--- src/rgwa_pkg.sv ---
// ----------------------------------------------------------------------------
// rgwa_pkg
// Shared types and codes for the right-linear grammar word acceptor.
// ----------------------------------------------------------------------------
package rgwa_pkg;

	localparam int NUM_NONTERMINALS_DEF = 16;
	localparam int MAX_PRODUCTIONS_DEF  = 8;

	// width used for index range checks; holds any nonterminal count up to 127
	localparam int IDX_CMP_W = 7;

	localparam logic [1:0] ACT_CLEAR = 2'd0;
	localparam logic [1:0] ACT_ADD   = 2'd1;
	localparam logic [1:0] ACT_START = 2'd2;
	localparam logic [1:0] ACT_FEED  = 2'd3;

	localparam logic [1:0] KIND_NEXT   = 2'd0;
	localparam logic [1:0] KIND_TERM   = 2'd1;
	localparam logic [1:0] KIND_LAMBDA = 2'd2;
	localparam logic [1:0] KIND_BAD    = 2'd3;

	typedef struct packed {
		logic [1:0] kind;
		logic [7:0] term;
		logic [3:0] next;
	} prod_entry_t;

	typedef struct packed {
		logic       fire_next;
		logic       fire_term;
		logic [3:0] next;
	} match_t;

endpackage

--- src/regular_grammar_word_acceptor.sv ---
// ----------------------------------------------------------------------------
// regular_grammar_word_acceptor
// Loads a right-linear grammar and checks words symbol by symbol, tracking
// the set of active nonterminals.
//
// Channel   Direction  Handshake                 Payload
// command   in         start & !busy             action lhs prod_terminal
//                                                prod_kind rhs word_symbol
//                                                last empty_word
// result    out        done, one cycle           verdict_valid accepted status
// config    in         cfg_wr_en                 cfg_wr_data (start nonterminal)
//
// Clear, add and start word: result in the cycle after the transfer, busy
// stays low, so a command may be taken every cycle.
// Feed symbol: busy through the SCAN, DRAIN and FIN states, one table entry
// read and compared per cycle in SCAN; result strobed as busy drops.
// Reset clears counts, lambda flags, active set and the start register; the
// table itself needs no clearing since counts gate every read.
// ----------------------------------------------------------------------------
module regular_grammar_word_acceptor #(
	parameter int NUM_NT   = rgwa_pkg::NUM_NONTERMINALS_DEF,
	parameter int MAX_PROD = rgwa_pkg::MAX_PRODUCTIONS_DEF
) (
	input  logic       clk,
	input  logic       arst_n,
	input  logic       cfg_wr_en,
	input  logic [3:0] cfg_wr_data,
	input  logic       start,
	output logic       busy,
	input  logic [1:0] action,
	input  logic [3:0] lhs,
	input  logic [7:0] prod_terminal,
	input  logic [1:0] prod_kind,
	input  logic [3:0] rhs,
	input  logic [7:0] word_symbol,
	input  logic       last,
	input  logic       empty_word,
	output logic       done,
	output logic       verdict_valid,
	output logic       accepted,
	output logic       status
);
	import rgwa_pkg::*;

	localparam int NT_W   = $clog2(NUM_NT);
	localparam int IW     = (NT_W > 4) ? NT_W : 4;
	localparam int I_W    = (MAX_PROD > 1) ? $clog2(MAX_PROD) : 1;
	localparam int CNT_W  = $clog2(MAX_PROD + 1);
	localparam int DEPTH  = NUM_NT * MAX_PROD;
	localparam int ADDR_W = $clog2(DEPTH);

	typedef enum logic [3:0] {
		ST_IDLE  = 4'b0001,
		ST_SCAN  = 4'b0010,
		ST_DRAIN = 4'b0100,
		ST_FIN   = 4'b1000
	} state_t;

	function automatic logic in_range(input logic [3:0] x);
		return IDX_CMP_W'(x) < IDX_CMP_W'(NUM_NT);
	endfunction

	function automatic logic [NT_W-1:0] to_idx(input logic [3:0] x);
		logic [IW-1:0] w;
		w = IW'(x);
		return w[NT_W-1:0];
	endfunction

	state_t              state_q;
	logic [3:0]          start_nt_q;
	logic [CNT_W-1:0]    count_q [NUM_NT];
	logic [NUM_NT-1:0]   lambda_q;
	logic [NUM_NT-1:0]   active_q;
	logic [NUM_NT-1:0]   nxt_q;
	logic                hit_q;
	logic [7:0]          sym_q;
	logic                last_q;
	logic [NT_W-1:0]     a_q;
	logic [I_W-1:0]      i_q;
	logic [ADDR_W-1:0]   addr_q;
	logic                done_q;
	logic                verdict_q;
	logic                accepted_q;
	logic                status_q;

	logic                take;
	logic                scanning;
	logic [NT_W-1:0]     lhs_idx;
	logic [NT_W-1:0]     start_idx;
	logic [NT_W-1:0]     cnt_idx;
	logic [CNT_W-1:0]    cnt_rd;
	logic                rd_en;
	logic                add_bad;
	logic                add_full;
	logic                add_ok;
	logic [ADDR_W-1:0]   wr_addr;
	prod_entry_t         wr_entry;
	match_t              match;

	assign take      = start && !busy;
	assign scanning  = (state_q == ST_SCAN);
	assign busy      = (state_q != ST_IDLE);
	assign lhs_idx   = to_idx(lhs);
	assign start_idx = to_idx(start_nt_q);
	assign cnt_idx   = scanning ? a_q : lhs_idx;
	assign cnt_rd    = count_q[cnt_idx];
	assign rd_en     = scanning && active_q[a_q] && (CNT_W'(i_q) < cnt_rd);

	assign add_bad  = !in_range(lhs) || ((prod_kind == KIND_NEXT) && !in_range(rhs));
	assign add_full = (cnt_rd >= CNT_W'(MAX_PROD));
	assign add_ok   = take && (action == ACT_ADD) && (prod_kind != KIND_BAD)
	                  && !add_bad && !add_full;
	assign wr_addr  = ADDR_W'(ADDR_W'(lhs_idx) * ADDR_W'(MAX_PROD)) + ADDR_W'(cnt_rd);
	assign wr_entry = '{kind: prod_kind, term: prod_terminal, next: rhs};

	rgwa_match_unit #(
		.NUM_NT   (NUM_NT),
		.MAX_PROD (MAX_PROD)
	) u_match (
		.clk      (clk),
		.arst_n   (arst_n),
		.wr_en    (add_ok),
		.wr_addr  (wr_addr),
		.wr_entry (wr_entry),
		.rd_en    (rd_en),
		.rd_addr  (addr_q),
		.symbol   (sym_q),
		.match    (match)
	);

	always_ff @(posedge clk or negedge arst_n) begin
		if (!arst_n) begin
			start_nt_q <= '0;
		end else if (cfg_wr_en) begin
			start_nt_q <= cfg_wr_data;
		end
	end

	always_ff @(posedge clk) begin
		if (take && (action == ACT_FEED)) begin
			sym_q  <= word_symbol;
			last_q <= last;
		end
	end

	always_ff @(posedge clk or negedge arst_n) begin
		if (!arst_n) begin
			state_q    <= ST_IDLE;
			for (int n = 0; n < NUM_NT; n++) begin
				count_q[n] <= '0;
			end
			lambda_q   <= '0;
			active_q   <= '0;
			nxt_q      <= '0;
			hit_q      <= 1'b0;
			a_q        <= '0;
			i_q        <= '0;
			addr_q     <= '0;
			done_q     <= 1'b0;
			verdict_q  <= 1'b0;
			accepted_q <= 1'b0;
			status_q   <= 1'b0;
		end else begin
			done_q     <= 1'b0;
			verdict_q  <= 1'b0;
			accepted_q <= 1'b0;
			status_q   <= 1'b0;

			// accumulate compare results from the registered table read
			if (match.fire_next && in_range(match.next)) begin
				nxt_q[to_idx(match.next)] <= 1'b1;
			end
			if (match.fire_term) begin
				hit_q <= 1'b1;
			end

			unique case (state_q)
				ST_IDLE: begin
					if (take) begin
						unique case (action)
							ACT_CLEAR: begin
								for (int n = 0; n < NUM_NT; n++) begin
									count_q[n] <= '0;
								end
								lambda_q <= '0;
								active_q <= '0;
								done_q   <= 1'b1;
							end
							ACT_ADD: begin
								done_q   <= 1'b1;
								status_q <= (prod_kind != KIND_BAD) && (add_bad || add_full);
								if (add_ok) begin
									count_q[lhs_idx] <= cnt_rd + CNT_W'(1);
									if (prod_kind == KIND_LAMBDA) begin
										lambda_q[lhs_idx] <= 1'b1;
									end
								end
							end
							ACT_START: begin
								done_q   <= 1'b1;
								active_q <= '0;
								if (empty_word) begin
									verdict_q  <= 1'b1;
									accepted_q <= in_range(start_nt_q) && lambda_q[start_idx];
								end else if (in_range(start_nt_q)) begin
									active_q[start_idx] <= 1'b1;
								end
							end
							ACT_FEED: begin
								nxt_q   <= '0;
								hit_q   <= 1'b0;
								a_q     <= '0;
								i_q     <= '0;
								addr_q  <= '0;
								state_q <= ST_SCAN;
							end
							default: ;
						endcase
					end
				end
				ST_SCAN: begin
					addr_q <= addr_q + ADDR_W'(1);
					if (i_q == I_W'(MAX_PROD - 1)) begin
						i_q <= '0;
						a_q <= a_q + NT_W'(1);
					end else begin
						i_q <= i_q + I_W'(1);
					end
					if (addr_q == ADDR_W'(DEPTH - 1)) begin
						state_q <= ST_DRAIN;
					end
				end
				ST_DRAIN: begin
					state_q <= ST_FIN;
				end
				ST_FIN: begin
					done_q  <= 1'b1;
					state_q <= ST_IDLE;
					if (last_q) begin
						verdict_q  <= 1'b1;
						accepted_q <= hit_q || |(nxt_q & lambda_q);
						active_q   <= '0;
					end else begin
						active_q <= nxt_q;
					end
				end
				default: begin
					state_q <= ST_IDLE;
				end
			endcase
		end
	end

	assign done          = done_q;
	assign verdict_valid = verdict_q;
	assign accepted      = accepted_q;
	assign status        = status_q;

endmodule

--- src/rgwa_match_unit.sv ---
// ----------------------------------------------------------------------------
// rgwa_match_unit
// Production table memory with registered read and the shared symbol compare.
// ----------------------------------------------------------------------------
module rgwa_match_unit #(
	parameter int NUM_NT   = rgwa_pkg::NUM_NONTERMINALS_DEF,
	parameter int MAX_PROD = rgwa_pkg::MAX_PRODUCTIONS_DEF
) (
	input  logic                                  clk,
	input  logic                                  arst_n,
	input  logic                                  wr_en,
	input  logic [$clog2(NUM_NT*MAX_PROD)-1:0]    wr_addr,
	input  rgwa_pkg::prod_entry_t                 wr_entry,
	input  logic                                  rd_en,
	input  logic [$clog2(NUM_NT*MAX_PROD)-1:0]    rd_addr,
	input  logic [7:0]                            symbol,
	output rgwa_pkg::match_t                      match
);
	import rgwa_pkg::*;

	localparam int DEPTH = NUM_NT * MAX_PROD;

	prod_entry_t mem_q [DEPTH];
	prod_entry_t entry_s1;
	logic        en_s1;
	logic        term_eq;

	always_ff @(posedge clk) begin
		if (wr_en) begin
			mem_q[wr_addr] <= wr_entry;
		end
		entry_s1 <= mem_q[rd_addr];
	end

	always_ff @(posedge clk or negedge arst_n) begin
		if (!arst_n) begin
			en_s1 <= 1'b0;
		end else begin
			en_s1 <= rd_en;
		end
	end

	// lambda entries never match, even a '^' symbol
	assign term_eq         = en_s1 && (entry_s1.term == symbol);
	assign match.fire_next = term_eq && (entry_s1.kind == KIND_NEXT);
	assign match.fire_term = term_eq && (entry_s1.kind == KIND_TERM);
	assign match.next      = entry_s1.next;

endmodule

--- config.mk ---
export PLATFORM = sky130hd
export DESIGN_NAME = regular_grammar_word_acceptor
export DESIGN_NICKNAME = d
export VERILOG_FILES = /design/src/rgwa_pkg.sv /design/src/regular_grammar_word_acceptor.sv /design/src/rgwa_match_unit.sv
export SDC_FILE = /design/constraint.sdc
export NUM_CORES = 2
export LEC_CHECK = 0
export BUFFER_PORTS_ARGS = -buffer_cell sky130_fd_sc_hd__buf_4
export CORE_MARGIN = 1
export CORE_UTILIZATION = 57
export CTS_CLUSTER_SIZE = 14
export DETAILED_ROUTE_END_ITERATION = 10
export PLACE_DENSITY = 0.76
export SLEW_MARGIN = 10
export SYNTH_ARGS = -nofsm -noshare
export SYNTH_HDL_FRONTEND = slang
export SYNTH_SLANG_ARGS = --single-unit
--- constraint.sdc ---
create_clock -name clk -period 4.3 [get_ports clk]
set_clock_uncertainty 0.1 [all_clocks]
set_input_delay 0.215 -clock clk [delete_from_list [all_inputs] [get_ports clk]]
set_output_delay 0.215 -clock clk [all_outputs]
set_load 0.02 [all_outputs]
==> results.rst <==
.. list-table::
   :header-rows: 1

   * - Metric
     - Value
   * - Slew headroom
     - 0.198
   * - Area share of the largest cell type after synthesis
     - 0.709
   * - Post-detailed-route wirelength per cell
     - 33.3 um
   * - Worst slack on hold paths
     - -13.1 ps
   * - Clock-pin slew on the worst setup and hold paths
     - about 60 ps
   * - Fraction of the cycle the final worst path needs
     - 0.981
   * - Port Buffers
     - between 40 and 50
   * - Routability cong.
     - slightly above 0.9
   * - Area after DPL
     - approximately 81000 um2
   * - Final instance area
     - a little under 90000 um2
   * - Clk buf depth
     - 3
   * - Sequential cell area in the final layout
     - slightly below 60000 um2
   * - Final Hold Violating Endpoints
     - 2
   * - Yosys synthesis warning count
     - 0
   * - H-tree depth
     - 4
   * - Max-cap violations
     - 0
   * - CORE AREA
     - around 130000 um2
   * - Power density normalized to cell area
     - between 400 and 500 nW/um2
   * - Via count
     - a little under 40000
   * - Detailed-route wire length on metal 1
     - between 70000 and 80000 um
   * - Distinct cell type count after synthesis
     - 64
   * - Count of inserted antenna diode cells
     - 0
   * - Number of instances in the synthesized netlist
     - around 3500
   * - Top cell type by total area after synthesis
     - sky130_fd_sc_hd__edfxtp_1
   * - Routed length on met3
     - between 20000 and 25000 um
   * - Wire length after detailed routing
     - roughly 200000 um
   * - Leakage dissipation
     - ~28 nW
   * - Sequential element share of the synthesized area
     - 0.758
   * - Syn_nets
     - 3560
   * - CP endpoint kind
     - register
   * - Final count of pins violating max slew
     - 0
   * - Total of endpoints with negative setup slack in the final report
     - 0
   * - Grt ovf
     - 0
   * - Detail-routed via count per cell
     - ~6.8
   * - EDFF count, synth
     - roughly 1800
   * - Category of the most critical setup path
     - register to register
   * - Topmost layer with routed signal wires
     - met5
   * - CTS tree
     - done
   * - Violation count after the first detailed-routing iteration
     - 5937
   * - Maximum vdd ir drop
     - 0.340 mV
   * - Die X-Extent
     - around 370 um
   * - Startpoint of the most critical register-to-register path
     - state_q[3]$_DFFE_PN0P_
   * - Initial antenna violation count
     - 5
   * - DRC Markers
     - 0
   * - Synth-to-layout area growth
     - 16.2%
   * - Latest clock arrival within the worst-skew pair
     - 830 ps
   * - Area of the multi-input gates
     - between 15000 and 20000 um2
   * - Core Rows
     - ~130
   * - Global-route wire length before repair
     - 281000 um
   * - Count of boundary I/O pins
     - 43
   * - All-Layer GR Usage
     - 0.292
   * - End of the worst register-to-register path
     - u_match.mem_q[101][7]$_DFFE_PP_
   * - CTS Sinks
     - between 1500 and 2000
   * - Total power of the final layout
     - 0.0403 W
   * - # fillers
     - 7905
   * - Outcome
     - complete, but fails checks
   * - Via count of the first global-routing pass
     - between 30000 and 40000
   * - Most frequently used flop master after synthesis
     - sky130_fd_sc_hd__edfxtp_1
   * - Effective utilization at floorplan
     - 0.577
   * - Arrival time at the worst endpoint
     - 4640 ps
   * - Cell area after technology mapping
     - between 70000 and 80000 um2
   * - Worst reg-to-reg path cell count
     - 17
   * - Violations in the final reports
     - negative hold slack
   * - Fraction of synthesis flops using an asynchronous set or reset pin
     - 0.0716
   * - Largest net degree at the start of global routing
     - approximately 130
   * - Number of antenna-violating nets in the routed design
     - 0
   * - Flop and latch count out of synthesis
     - about 2000
   * - Largest cells by area after synthesis
     - sky130_fd_sc_hd__edfxtp_1 71%, sky130_fd_sc_hd__mux4_2 17%, sky130_fd_sc_hd__dfrtp_1 4.6%, sky130_fd_sc_hd__nor2_1 0.93%, sky130_fd_sc_hd__nand2_1 0.72%
   * - Maximum clock frequency
     - about 240 MHz
   * - Avg Cell Area, Syn
     - roughly 22 um2
   * - Die ar.
     - ~140000 um2
   * - Critical path launch point type
     - register
   * - Number of buffers created by CTS
     - 185
   * - HPWL Detailed
     - approximately 120000 um
   * - Worst Hold Class
     - input port to async pin
   * - Largest fanout of any net on the critical path
     - 8
   * - Pre-Repair DR Iteration Count
     - 8
   * - Tmin final
     - 4220 ps
   * - Flop-to-flop setup slack
     - about 83 ps
   * - Met2 Wirelength
     - 93900 um
   * - Die span in y
     - between 300 and 400 um
   * - Share of cells above drive strength 1
     - 0.325
   * - Critical Path RT
     - 4720 ps
   * - CTS Root Cell
     - sky130_fd_sc_hd__clkbuf_16
   * - Final net count
     - between 3000 and 4000
   * - Actual transition at the worst max-transition pin
     - ~1200 ps
[sequential cells by signal, summed over array words and instances, names as in the netlist]
signal and cells:
a_q 4, accepted 1, active_q 16, addr_q 7, count_q 64, done 1
hit_q 1, i_q 3, lambda_q 16, last_q 1, nxt_q 16, start_idx 4
state_q 4, status 1, sym_q 8, u_match.en_s1 1, u_match.entry_s1 10, u_match.match 4
u_match.mem_q 1792, verdict_valid 1
[cell type report]
| class | count | share of cell area |
|---|---|---|
| multi-input cells | 1347 | 0.202 |
| clock inverters | 90 | 0.0112 |
| clock buffers | 253 | 0.0566 |
| well taps | 1755 | 0.0248 |
| repair buffers | 451 | 0.0527 |
| inverters | 11 | 0.000466 |
| flip-flops and latches | 1955 | 0.653 |
[layer usage]
metal / up-vias / track usage
li1: 15630 / -
met2: 2855 / 0.454
met4: 8 / 0.120
met5: - / 0
met3: 447 / 0.0650
met1: 20654 / 0.407
[synthesized netlist by cell type (4+ instances only)]
cell                        count
sky130_fd_sc_hd__edfxtp_1    1801
sky130_fd_sc_hd__mux4_2       576
sky130_fd_sc_hd__nor2_1       190
sky130_fd_sc_hd__nand2_1      146
sky130_fd_sc_hd__dfrtp_1      139
sky130_fd_sc_hd__clkbuf_1     111
sky130_fd_sc_hd__o21ai_0       59
sky130_fd_sc_hd__mux2i_1       50
sky130_fd_sc_hd__buf_1         44
sky130_fd_sc_hd__buf_2         37
sky130_fd_sc_hd__a22o_1        34
sky130_fd_sc_hd__a21oi_1       33
sky130_fd_sc_hd__a22oi_1       22
sky130_fd_sc_hd__nand2b_1      18
sky130_fd_sc_hd__nand3_1       18
sky130_fd_sc_hd__o22ai_1       17
sky130_fd_sc_hd__o2bb2ai_1     16
sky130_fd_sc_hd__nand4_1       15
sky130_fd_sc_hd__dfxtp_1       14
sky130_fd_sc_hd__nor3_1        14
sky130_fd_sc_hd__a221oi_1      11
sky130_fd_sc_hd__xor2_1        11
sky130_fd_sc_hd__a32o_1        10
sky130_fd_sc_hd__ha_1          10
sky130_fd_sc_hd__nor2b_1       10
sky130_fd_sc_hd__inv_1          9
sky130_fd_sc_hd__mux2_2         9
sky130_fd_sc_hd__nand4b_1       8
sky130_fd_sc_hd__a32oi_1        7
sky130_fd_sc_hd__buf_6          7
sky130_fd_sc_hd__nor4_1         7
sky130_fd_sc_hd__nor4b_1        6
sky130_fd_sc_hd__xnor2_1        6
sky130_fd_sc_hd__or3_1          5
sky130_fd_sc_hd__a31oi_1        4
[worst max-delay path, stage by stage, from the launching register on]
cell and delay [ps]:
sky130_fd_sc_hd__dfrtp_2 440, sky130_fd_sc_hd__nor4b_4 340, sky130_fd_sc_hd__buf_6 180, sky130_fd_sc_hd__mux2_2 350, sky130_fd_sc_hd__nor2_1 260, sky130_fd_sc_hd__a32oi_2 120
sky130_fd_sc_hd__a21oi_2 220, sky130_fd_sc_hd__nor2_2 70, sky130_fd_sc_hd__buf_4 160, sky130_fd_sc_hd__ha_4 180, sky130_fd_sc_hd__ha_4 180, sky130_fd_sc_hd__xnor2_2 150
sky130_fd_sc_hd__nor2_2 190, sky130_fd_sc_hd__buf_6 190, sky130_fd_sc_hd__nand4b_1 150, sky130_fd_sc_hd__buf_4 240, sky130_fd_sc_hd__nor2_2 200, sky130_fd_sc_hd__buf_6 180
[layout by cell type (no fill, tap or decap), types with 18 or more instances in the layout]
cell type	count
sky130_fd_sc_hd__a21oi_1	31
sky130_fd_sc_hd__a22o_1	34
sky130_fd_sc_hd__a22oi_1	22
sky130_fd_sc_hd__buf_12	72
sky130_fd_sc_hd__buf_4	260
sky130_fd_sc_hd__buf_6	75
sky130_fd_sc_hd__clkbuf_1	59
sky130_fd_sc_hd__clkbuf_16	189
sky130_fd_sc_hd__clkinv_1	29
sky130_fd_sc_hd__clkinv_2	27
sky130_fd_sc_hd__dfrtp_1	134
sky130_fd_sc_hd__dlygate4sd3_1	43
sky130_fd_sc_hd__edfxtp_1	1801
sky130_fd_sc_hd__mux2i_1	47
sky130_fd_sc_hd__mux4_2	576
sky130_fd_sc_hd__nand2_1	146
sky130_fd_sc_hd__nand2b_1	18
sky130_fd_sc_hd__nor2_1	136
sky130_fd_sc_hd__nor2_2	37
sky130_fd_sc_hd__o21ai_0	59
[repair_timing]
item / 4_1_cts / 5_1_grt
resized for setup: 26 / 169
endpoints found under the hold margin: 779 / 0
endpoints found under the setup margin: 1572 / 1809
pin swaps: 0 / 4
cloned: 2 / 16
hold buffers: 43 / 0
setup buffers: 1 / 6
[report_power, final]
group | switching (W) | total, W | leakage (nW) | internal (W)
sequential | 0.0000734 | 0.0209 | 18.2 | 0.0208
combinational | 0.00180 | 0.00312 | 7.13 | 0.00132
clock | 0.00702 | 0.0163 | 2.93 | 0.00924
total | 0.00889 | 0.0403 | 28.3 | 0.0314
[cell families (layout without fill, tap and decap cells)]
kind of cell,Yosys count,in the layout,synth area share
buf+inv,210,805,0.0116
xor+xnor,17,17,0.00195
fa+ha+maj,10,10,0.00164
compound gates,230,230,0.0213
flops,1955,1955,0.758
mux,637,637,0.178
simple gates,453,453,0.0266
[stage by stage]
| stage | util | worst slack, ps | TNS [ps] | std cells |
|---|---|---|---|---|
| after floorplan | - | -123 | -167130 | 3512 |
| after global routing | 0.671 | -14.5 | -179 | 5862 |
| after global placement | 0.616 | 19.5 | 0 | 5451 |
| after CTS | 0.666 | -18.6 | -166 | 5840 |
| final | 0.671 | 82.6 | 0 | 5862 |
| after detailed placement | 0.616 | -182 | -74400 | 5451 |
[worst max-delay path by stage]
stage / from / end / slack (ps) / cells after the start
2_1_floorplan: state_q[3]$_DFFE_PN0P_ / u_match.mem_q[100][0]$_DFFE_PP_ / -120 / 12
3_3_place_gp: state_q[3]$_DFFE_PN0P_ / u_match.mem_q[49][9]$_DFFE_PP_ / 20 / 18
3_5_place_dp: state_q[3]$_DFFE_PN0P_ / u_match.mem_q[49][0]$_DFFE_PP_ / -180 / 18
4_1_cts: state_q[3]$_DFFE_PN0P_ / u_match.mem_q[35][7]$_DFFE_PP_ / -20 / 17
5_1_grt: state_q[3]$_DFFE_PN0P_ / u_match.mem_q[53][1]$_DFFE_PP_ / -10 / 18
6_report: state_q[3]$_DFFE_PN0P_ / u_match.mem_q[101][7]$_DFFE_PP_ / 80 / 17
No activity file was read; power rests on OpenSTA's default activity.
